==> src/hw/rtl/tpbc_pkg.sv <==
// Shared types and constants for the tilt PD balance controller.
`timescale 1ns / 1ps

package tpbc_pkg;

    // Decimation: only every DIVIDER-th new sample is acted on.
    localparam int DECIM_W = 4;
    localparam logic [DECIM_W-1:0] DIVIDER = 4'd2;

    // Configuration port address width (six registers at 4-byte spacing).
    localparam int ADDR_W = 5;

    // Register indexes on the configuration port.
    typedef enum logic [2:0] {
        REG_TARGET = 3'd0,
        REG_PROP   = 3'd1,
        REG_DERIV  = 3'd2,
        REG_TRIP   = 3'd3,
        REG_STALE  = 3'd4,
        REG_LIMIT  = 3'd5
    } reg_idx_t;

    // Live configuration handed from the register file to the datapath.
    typedef struct packed {
        logic signed [16:0] target_angle;
        logic signed [23:0] prop_gain;
        logic signed [23:0] deriv_gain;
        logic [15:0]        trip_angle;
        logic [15:0]        stale_limit_ms;
        logic [6:0]         duty_limit;
    } cfg_t;

    localparam cfg_t CFG_RESET = '{
        target_angle:   17'sd256,
        prop_gain:      24'sd691200,
        deriv_gain:     24'sd28160,
        trip_angle:     16'd10240,
        stale_limit_ms: 16'd30,
        duty_limit:     7'd96
    };

endpackage

==> src/hw/rtl/tilt_pd_balance_controller_top.sv <==
// Top level of the tilt PD balance controller: decision stage and duty pipeline.
`timescale 1ns / 1ps

// The controller takes one item per clock unless the output stalls, and is
// fully pipelined: an input register, a product register holding the two
// gain multiplications, a normalize register, and the result register; a
// result passes through them in that order on its way to the master side.
// Sample filtering (stop, stale, repeated tag, decimation, tilt trip) is
// resolved in the input stage, where the controller state is updated as the
// item moves on; items that produce no result leave the pipeline there.
// Sustained rate is one item per cycle, limited only by m_axis_tready.
// Configuration registers may be written only while no item is in flight.
module tilt_pd_balance_controller_top (
    input  logic                        aclk,
    input  logic                        aresetn,
    // Input items.
    input  logic                        s_axis_tvalid,
    output logic                        s_axis_tready,
    // [15:0] sample_age_ms, [47:16] sample_tag, [64:48] pitch_angle,
    // [80:65] pitch_rate, [87:81] zero
    input  logic [87:0]                 s_axis_tdata,
    // [0] action, [1] sample_valid
    input  logic [1:0]                  s_axis_tuser,
    // Result items.
    output logic                        m_axis_tvalid,
    input  logic                        m_axis_tready,
    // [7:0] duty_cmd, [8] safe_flag, [15:9] zero
    output logic [15:0]                 m_axis_tdata,
    // [0] motor_halt
    output logic                        m_axis_tuser,
    // Configuration port.
    input  logic                        psel,
    input  logic                        penable,
    input  logic                        pwrite,
    input  logic [tpbc_pkg::ADDR_W-1:0] paddr,
    input  logic [31:0]                 pwdata,
    output logic [31:0]                 prdata,
    output logic                        pready
);
    import tpbc_pkg::*;

    localparam logic [48:0] ROUND_BIAS = 49'd3276800;  // half of 100 * 65536
    localparam logic [32:0] SAT_LEVEL  = 33'd12800;    // quotient 128 and up
    localparam logic [26:0] RECIP_100  = 27'd5243;     // 2^19 / 100, rounded up

    cfg_t cfg;

    // Controller state.
    logic [31:0]        prev_tag_reg;
    logic [DECIM_W-1:0] decim_count_reg;
    logic               safe_state_reg;

    // Input stage.
    logic               a_valid_reg;
    logic               a_action_reg;
    logic               a_svalid_reg;
    logic [15:0]        a_age_reg;
    logic [31:0]        a_tag_reg;
    logic signed [16:0] a_pitch_reg;
    logic signed [15:0] a_rate_reg;

    // Product stage.
    logic               b_valid_reg;
    logic               b_halt_reg;
    logic               b_safe_reg;
    logic signed [41:0] b_prop_reg;
    logic signed [39:0] b_deriv_reg;

    // Normalize stage.
    logic               c_valid_reg;
    logic               c_halt_reg;
    logic               c_safe_reg;
    logic               c_neg_reg;
    logic               c_sat_reg;
    logic [13:0]        c_quot_in_reg;

    // Result register.
    logic               m_valid_reg;
    logic               m_halt_reg;
    logic               m_safe_reg;
    logic [7:0]         m_duty_reg;

    logic               a_stop;
    logic               a_dup;
    logic [DECIM_W-1:0] a_decim_next;
    logic               a_skip;
    logic [16:0]        a_pitch_abs;
    logic               a_trip;
    logic               a_halt;
    logic               a_compute;
    logic               a_emit;
    logic               a_go;
    logic               a_safe_next;
    logic signed [23:0] kp;
    logic signed [23:0] kd;
    logic signed [17:0] a_err;
    logic signed [41:0] a_prop_prod;
    logic signed [39:0] a_deriv_prod;
    logic               b_ready;
    logic               c_ready;
    logic               o_ready;
    logic signed [48:0] b_num;
    logic [48:0]        b_mag;
    logic [48:0]        b_rounded;
    logic [32:0]        b_quot_in;
    logic [26:0]        c_recip_prod;
    logic [7:0]         c_quot;
    logic [7:0]         c_limit;
    logic [7:0]         c_mag;
    logic [7:0]         c_duty;

    tpbc_regs u_regs (
        .aclk    (aclk),
        .aresetn (aresetn),
        .psel    (psel),
        .penable (penable),
        .pwrite  (pwrite),
        .paddr   (paddr),
        .pwdata  (pwdata),
        .prdata  (prdata),
        .pready  (pready),
        .cfg     (cfg)
    );

    // Stage handshakes: each register moves when the one after it can take it.
    assign o_ready       = !m_valid_reg || m_axis_tready;
    assign c_ready       = !c_valid_reg || o_ready;
    assign b_ready       = !b_valid_reg || c_ready;
    assign a_go          = a_valid_reg && (!a_emit || b_ready);
    assign s_axis_tready = !a_valid_reg || a_go;

    // Input register.
    always_ff @(posedge aclk) begin
        if (!aresetn) begin
            a_valid_reg <= 1'b0;
        end else if (s_axis_tready) begin
            a_valid_reg <= s_axis_tvalid;
        end
    end

    always_ff @(posedge aclk) begin
        if (s_axis_tvalid && s_axis_tready) begin
            a_action_reg <= s_axis_tuser[0];
            a_svalid_reg <= s_axis_tuser[1];
            a_age_reg    <= s_axis_tdata[15:0];
            a_tag_reg    <= s_axis_tdata[47:16];
            a_pitch_reg  <= $signed(s_axis_tdata[64:48]);
            a_rate_reg   <= $signed(s_axis_tdata[80:65]);
        end
    end

    // Sample filtering and tilt check.
    always_comb begin
        a_stop       = a_action_reg || !a_svalid_reg || (a_age_reg > cfg.stale_limit_ms);
        a_dup        = (a_tag_reg == prev_tag_reg);
        a_decim_next = decim_count_reg + 4'd1;
        a_skip       = (a_decim_next < DIVIDER);
        a_pitch_abs  = a_pitch_reg[16] ? 17'(-a_pitch_reg) : 17'(a_pitch_reg);
        a_trip       = (a_pitch_abs > {1'b0, cfg.trip_angle});
        a_halt       = a_stop || (!a_dup && !a_skip && a_trip);
        a_compute    = !a_stop && !a_dup && !a_skip && !a_trip;
        a_emit       = a_halt || a_compute;
        a_safe_next  = (!a_stop && !a_dup && !a_skip) ? !a_trip : safe_state_reg;
    end

    // State update as an item leaves the input stage.
    always_ff @(posedge aclk) begin
        if (!aresetn) begin
            prev_tag_reg    <= 32'd0;
            decim_count_reg <= '0;
            safe_state_reg  <= 1'b1;
        end else if (a_go && !a_stop && !a_dup) begin
            prev_tag_reg    <= a_tag_reg;
            decim_count_reg <= a_skip ? a_decim_next : '0;
            safe_state_reg  <= a_safe_next;
        end
    end

    // Proportional and derivative products.
    always_comb begin
        kp           = cfg.prop_gain;
        kd           = cfg.deriv_gain;
        a_err        = 18'(cfg.target_angle) - 18'(a_pitch_reg);
        a_prop_prod  = kp * a_err;
        a_deriv_prod = kd * a_rate_reg;
    end

    always_ff @(posedge aclk) begin
        if (!aresetn) begin
            b_valid_reg <= 1'b0;
        end else if (b_ready) begin
            b_valid_reg <= a_go && a_emit;
        end
    end

    always_ff @(posedge aclk) begin
        if (b_ready) begin
            b_halt_reg  <= a_halt;
            b_safe_reg  <= a_safe_next;
            b_prop_reg  <= a_prop_prod;
            b_deriv_reg <= a_deriv_prod;
        end
    end

    // Sum, magnitude and rounding; the low 16 fraction bits are dropped here.
    always_comb begin
        b_num     = (49'(b_deriv_reg) <<< 8) - 49'(b_prop_reg);
        b_mag     = b_num[48] ? 49'(-b_num) : 49'(b_num);
        b_rounded = b_mag + ROUND_BIAS;
        b_quot_in = b_rounded[48:16];
    end

    always_ff @(posedge aclk) begin
        if (!aresetn) begin
            c_valid_reg <= 1'b0;
        end else if (c_ready) begin
            c_valid_reg <= b_valid_reg;
        end
    end

    always_ff @(posedge aclk) begin
        if (c_ready) begin
            c_halt_reg    <= b_halt_reg;
            c_safe_reg    <= b_safe_reg;
            c_neg_reg     <= b_num[48];
            c_sat_reg     <= (b_quot_in >= SAT_LEVEL);
            c_quot_in_reg <= b_quot_in[13:0];
        end
    end

    // Divide by 100 through the reciprocal, clamp and restore the sign; a halt forces a zero duty.
    always_comb begin
        c_recip_prod = 27'(c_quot_in_reg) * RECIP_100;
        c_quot       = c_recip_prod[26:19];
        c_limit      = {1'b0, cfg.duty_limit};
        c_mag        = (c_sat_reg || (c_quot > c_limit)) ? c_limit : c_quot;
        if (c_halt_reg) begin
            c_duty = 8'd0;
        end else begin
            c_duty = c_neg_reg ? 8'(-c_mag) : c_mag;
        end
    end

    // Result register.
    always_ff @(posedge aclk) begin
        if (!aresetn) begin
            m_valid_reg <= 1'b0;
        end else if (o_ready) begin
            m_valid_reg <= c_valid_reg;
        end
    end

    always_ff @(posedge aclk) begin
        if (o_ready) begin
            m_halt_reg <= c_halt_reg;
            m_safe_reg <= c_safe_reg;
            m_duty_reg <= c_duty;
        end
    end

    assign m_axis_tvalid = m_valid_reg;
    assign m_axis_tuser  = m_halt_reg;
    assign m_axis_tdata  = {7'd0, m_safe_reg, m_duty_reg};

    // A halt result never carries a duty.
    assert property (@(posedge aclk) disable iff (!aresetn)
        m_valid_reg && m_halt_reg |-> m_duty_reg == 8'd0)
        else $error("halt item with nonzero duty");

    // A driving result stays within the duty clamp.
    assert property (@(posedge aclk) disable iff (!aresetn)
        m_valid_reg && !m_halt_reg |->
            ($signed(m_duty_reg) <= $signed({1'b0, cfg.duty_limit}))
            && ($signed(m_duty_reg) >= -$signed({1'b0, cfg.duty_limit})))
        else $error("duty outside clamp");

    // A driving result is only produced in the safe state.
    assert property (@(posedge aclk) disable iff (!aresetn)
        m_valid_reg && !m_halt_reg |-> m_safe_reg)
        else $error("driving item flagged unsafe");

    // The decimation counter never reaches the divider.
    assert property (@(posedge aclk) disable iff (!aresetn)
        decim_count_reg < DIVIDER)
        else $error("decimation counter out of range");

    // A trip leaves the controller in the unsafe state.
    assert property (@(posedge aclk) disable iff (!aresetn)
        a_go && !a_stop && !a_dup && !a_skip && a_trip |=> !safe_state_reg)
        else $error("tilt trip did not clear safe state");

endmodule

==> src/hw/rtl/tpbc_regs.sv <==
// Configuration register file with its APB-style access port.
`timescale 1ns / 1ps

module tpbc_regs (
    input  logic                       aclk,
    input  logic                       aresetn,
    input  logic                       psel,
    input  logic                       penable,
    input  logic                       pwrite,
    input  logic [tpbc_pkg::ADDR_W-1:0] paddr,
    input  logic [31:0]                pwdata,
    output logic [31:0]                prdata,
    output logic                       pready,
    output tpbc_pkg::cfg_t             cfg
);
    import tpbc_pkg::*;

    cfg_t       cfg_reg;
    logic       wr_en;
    logic [2:0] reg_sel;

    assign pready  = 1'b1;
    assign wr_en   = psel && penable && pwrite && pready;
    assign reg_sel = paddr[ADDR_W-1:2];
    assign cfg     = cfg_reg;

    // Register writes; an address beyond the list is ignored.
    always_ff @(posedge aclk) begin
        if (!aresetn) begin
            cfg_reg <= CFG_RESET;
        end else if (wr_en) begin
            case (reg_sel)
                REG_TARGET: begin
                    cfg_reg.target_angle <= $signed(pwdata[16:0]);
                end
                REG_PROP: begin
                    cfg_reg.prop_gain <= $signed(pwdata[23:0]);
                end
                REG_DERIV: begin
                    cfg_reg.deriv_gain <= $signed(pwdata[23:0]);
                end
                REG_TRIP: begin
                    cfg_reg.trip_angle <= pwdata[15:0];
                end
                REG_STALE: begin
                    cfg_reg.stale_limit_ms <= pwdata[15:0];
                end
                REG_LIMIT: begin
                    cfg_reg.duty_limit <= pwdata[6:0];
                end
                default: begin
                end
            endcase
        end
    end

    // Read-back of the stored register bits.
    always_comb begin
        case (reg_sel)
            REG_TARGET: prdata = {15'd0, cfg_reg.target_angle};
            REG_PROP:   prdata = {8'd0, cfg_reg.prop_gain};
            REG_DERIV:  prdata = {8'd0, cfg_reg.deriv_gain};
            REG_TRIP:   prdata = {16'd0, cfg_reg.trip_angle};
            REG_STALE:  prdata = {16'd0, cfg_reg.stale_limit_ms};
            REG_LIMIT:  prdata = {25'd0, cfg_reg.duty_limit};
            default:    prdata = 32'd0;
        endcase
    end

endmodule
==> config.mk <==
export PLATFORM = sky130hd
export DESIGN_NAME = tilt_pd_balance_controller_top
export DESIGN_NICKNAME = d
export VERILOG_FILES = /design/src/hw/rtl/tpbc_pkg.sv /design/src/hw/rtl/tilt_pd_balance_controller_top.sv /design/src/hw/rtl/tpbc_regs.sv
export SDC_FILE = /design/constraint.sdc
export NUM_CORES = 2
export LEC_CHECK = 0
export BUFFER_PORTS_ARGS = -buffer_cell sky130_fd_sc_hd__buf_4
export CELL_PAD_IN_SITES_DETAIL_PLACEMENT = 1
export CELL_PAD_IN_SITES_GLOBAL_PLACEMENT = 2
export CORE_ASPECT_RATIO = 1.25
export CORE_MARGIN = 2
export CORE_UTILIZATION = 40
export DETAILED_ROUTE_END_ITERATION = 8
export GPL_TIMING_DRIVEN = 0
export HOLD_SLACK_MARGIN = 0.06
export PLACE_DENSITY_LB_ADDON = 0.1
export RECOVER_POWER = 50
export SLEW_MARGIN = 20
export SYNTH_ARGS = -nofsm -noshare
export SYNTH_HDL_FRONTEND = slang
export SYNTH_SLANG_ARGS = --single-unit
==> constraint.sdc <==
create_clock -name aclk -period 15.15 [get_ports aclk]
set_input_delay 0 -clock aclk [delete_from_list [all_inputs] [get_ports aclk]]
set_output_delay 0 -clock aclk [all_outputs]
set_load 0.01 [all_outputs]
==> flow_summary.toml <==
[pwr]
p_comb_share_pct = 81.6
p_total_mw = 13.6
clkPwrFrac_pct = 7.7
p_per_area_nw_per_um2 = 234
p_sw_mw = 7.08
p_int_mw = 6.48
sw_frac_of_total_pct = 52.2
seq_power_share_pct = 10.7
ir_worst_vdd_v = 0.000352
leakagePower_nw = 26.3

[cells_and_area]
multi_input_area_um2 = 38200
drive_above_1_share_pct = 5.22
fill_cells = 14800
final_nets = 7384
final_cell_area_um2 = 58000
areaGrowthSynthToFinish_pct = 11.6
seqCellArea_um2 = 8760
largest_register_ff_count = 104

[yosys]
avgSynthCellArea_um2 = 9.20
netlist_area_um2 = 52000
synth_edf_count = 195
syn_inst = 5650
yosysUniqueCellTypes = 97
ys.flop_type = "edfxtp_1"
yosysSeqAreaShare_pct = 16.8
ys_ff_latch = 340
async_flop_share_pct = 0
ys_warn_count = 0

[worst_setup_path]
endpoint_kind = "flip-flop"
cp.required_ns = 15.48
crit_top_cell = "fa_1"
cp_max_fo = 10
critPathKind = "reg2reg"
slowest_delay_ns = 0.84
crit_path_top_delay_cell = "nor2_1"
start_kind = "flip-flop"
arrival_ns = 13.44

[sta]
fin_crit_ns = 13.11
fmax_ghz = 0.0763
setup_viol = 0
skew_ns = 0.0499
worst_slew_pin_slew_ns = 2.78
post-route-period-util_pct = 86.5
hold_viol = 0
setup_tns_ns = 0
maxSlewHeadroom_pct = -85.1
rsz0062_at_grt = "false"
final-max-slew-violation-count = 90

[detailed_routing]
drt_iter0_markers = 1799
routed_wl_um = 177000
vias = 40000
wl_per_cell_um = 22.8
drc_errors = 0
vias_per_cell = 5.18
postRouteAntennaNets = 0
firstDrtPassIters = 5

[floorplanning]
io_pins = 186
initial_core_util_pct = 40.4
core_um2 = 129000
die_w_um = 326
die_h_um = 407
row_count = 147
die_area_um2 = 133000

[run_status]
status = "finished, violations left"
violations = "max-capacitance violations, max-slew violations"

[global_routing]
grt_max_degree = 54
grt_pass1_wl_um = 273000
antenna_found_initial = 13
grtUsageTotal_pct = 27.3
grt-ovfl-total = 0
grt_pass1_vias = 44700

[cts]
cts.clk_slew.worst_paths_ns = 0.07
cts_sinks = 340
post-cts-setup-buffer-count = 0
root_buffer = "clkbuf_16"
clkLatencyLatePin_ns = 0.65
cts_buffers = 41
cts_max_path_buffers = 3
h-tree-depth = 2
cts_tree = "yes"

[flow_run]
cap_violations = 2

[placement]
routabilityCongestion = 0.891
place_area_um2 = 55500
hpwlAfterDp_um = 147000
numPortBuffers = 148

[worst_hold_path]
hp-class = "in2reg"
[Yosys cell counts, types with 39 or more instances]
| cell | instances | area (um2) |
|---|---|---|
| inv_1 | 1090 | 4090 |
| fa_1 | 863 | 17300 |
| nand2_1 | 753 | 2830 |
| ha_1 | 400 | 5000 |
| and2_1 | 319 | 2000 |
| clkbuf_1 | 227 | 852 |
| edfxtp_1 | 195 | 5860 |
| nor2_1 | 184 | 691 |
| xnor2_1 | 177 | 1550 |
| dfxtp_1 | 145 | 2900 |
| a21oi_1 | 135 | 676 |
| o21ai_0 | 99 | 495 |
| a21boi_0 | 97 | 728 |
| nand2b_1 | 90 | 563 |
| nor2b_1 | 74 | 463 |
| mux2i_1 | 71 | 711 |
| nand3_1 | 65 | 325 |
| nor3_1 | 65 | 325 |
| a21o_1 | 39 | 293 |
[per-layer routing]
metal  GRT usage, %  share of wire, %  vias to the layer above
met5              0                 0                        -
met2           50.3                52                      708
met4           9.70               4.0                        0
li1               -                 -                    18400
met3           2.81               3.3                      225
met1           32.9                41                    20700
[power groups by stage]
stage / clock network, mW / logic, mW / registers [mW]
floorplan: 0 / 8.26 / 1.41
global placement: 0 / 11.0 / 1.47
detailed placement: 0 / 11.2 / 1.47
CTS: 1.07 / 11.3 / 1.45
global route: 1.10 / 12.8 / 1.46
finish: 1.04 / 11.1 / 1.44
[kinds of logic after synthesis]
kind of cell | Yosys count | synth area share [%]
AOI/OAI and AO/OA | 646 | 8.51
xor gates and xnor gates | 215 | 3.65
adders and majority gates | 1263 | 42.9
buffers and inverters | 1352 | 9.93
DFF | 340 | 16.8
muxes | 78 | 1.52
other | 2 | 0.0144
and+or+nand+nor | 1754 | 16.7
[layout make-up]
type	instances	area share, %
Tap cell	1713	3.69
Antenna cell	5	0.0216
Inverter	1091	7.06
Clock buffer	56	2.00
Multi-Input combinational cell	3972	65.8
Clock inverter	18	0.360
Sequential cell	340	15.1
Buffer	261	1.83
Timing Repair Buffer	280	4.12
[critical path, delay by kind of cell (launching register included)]
kind            cells  cell delay, ns
compound gates     18            4.47
xor+xnor            1            0.72
fa+ha+maj           9            4.28
buf+inv             4            0.81
flops               1            0.51
simple gates        9            2.01
[repair_timing]
action	4_1_cts	5_1_grt
hold buffers	127	0
gates resized for setup	0	0
endpoints found under the hold margin	226	0
[placed cells by master (no fill, tap or decap), types with 23 or more instances in the layout]
master / count
xnor2_1: 175
inv_1: 1090
dlygate4sd3_1: 127
clkbuf_4: 80
nor2_1: 179
nand2_1: 753
ha_1: 400
nor2b_1: 74
a31oi_1: 26
nor3_1: 65
and3_1: 33
xor2_1: 35
edfxtp_1: 195
a21boi_0: 97
and2_1: 314
or3_1: 31
o21ai_0: 99
nand4_1: 36
nand2b_1: 90
a21o_1: 39
clkbuf_1: 252
o21a_1: 32
mux2i_1: 71
a21oi_1: 135
or2_2: 23
nand3_1: 65
a211oi_1: 23
fa_1: 863
buf_4: 74
dfxtp_1: 145
clkbuf_16: 42
[per-stage QoR]
stage / hold WS, ns / worst slack, ns / utilization [%] / instances
after CTS: 0.0602 / 2.00 / 45.1 / 7731
after global placement: 0.178 / 0.428 / 43.0 / 7525
after detailed placement: 0.179 / 2.08 / 43.1 / 7530
final: 0.106 / 2.04 / 45.1 / 7736
after global routing: 0.103 / 1.10 / 45.0 / 7732
after floorplan: 0.0989 / 5.46 / - / 5664
[worst paths after layout]
path,startpoint,slack (ns),to,depth (start not counted)
setup / recovery,a_pitch_reg[0],2.04,b_prop_reg[41],41
hold / removal,s_axis_tdata[61],0.11,a_pitch_reg[13],2
setup reg to reg,a_pitch_reg[0],2.04,b_prop_reg[41],41
hold reg to reg,c_safe_reg,0.42,m_safe_reg,0
Note: power is estimated with default switching activity, not from simulation.
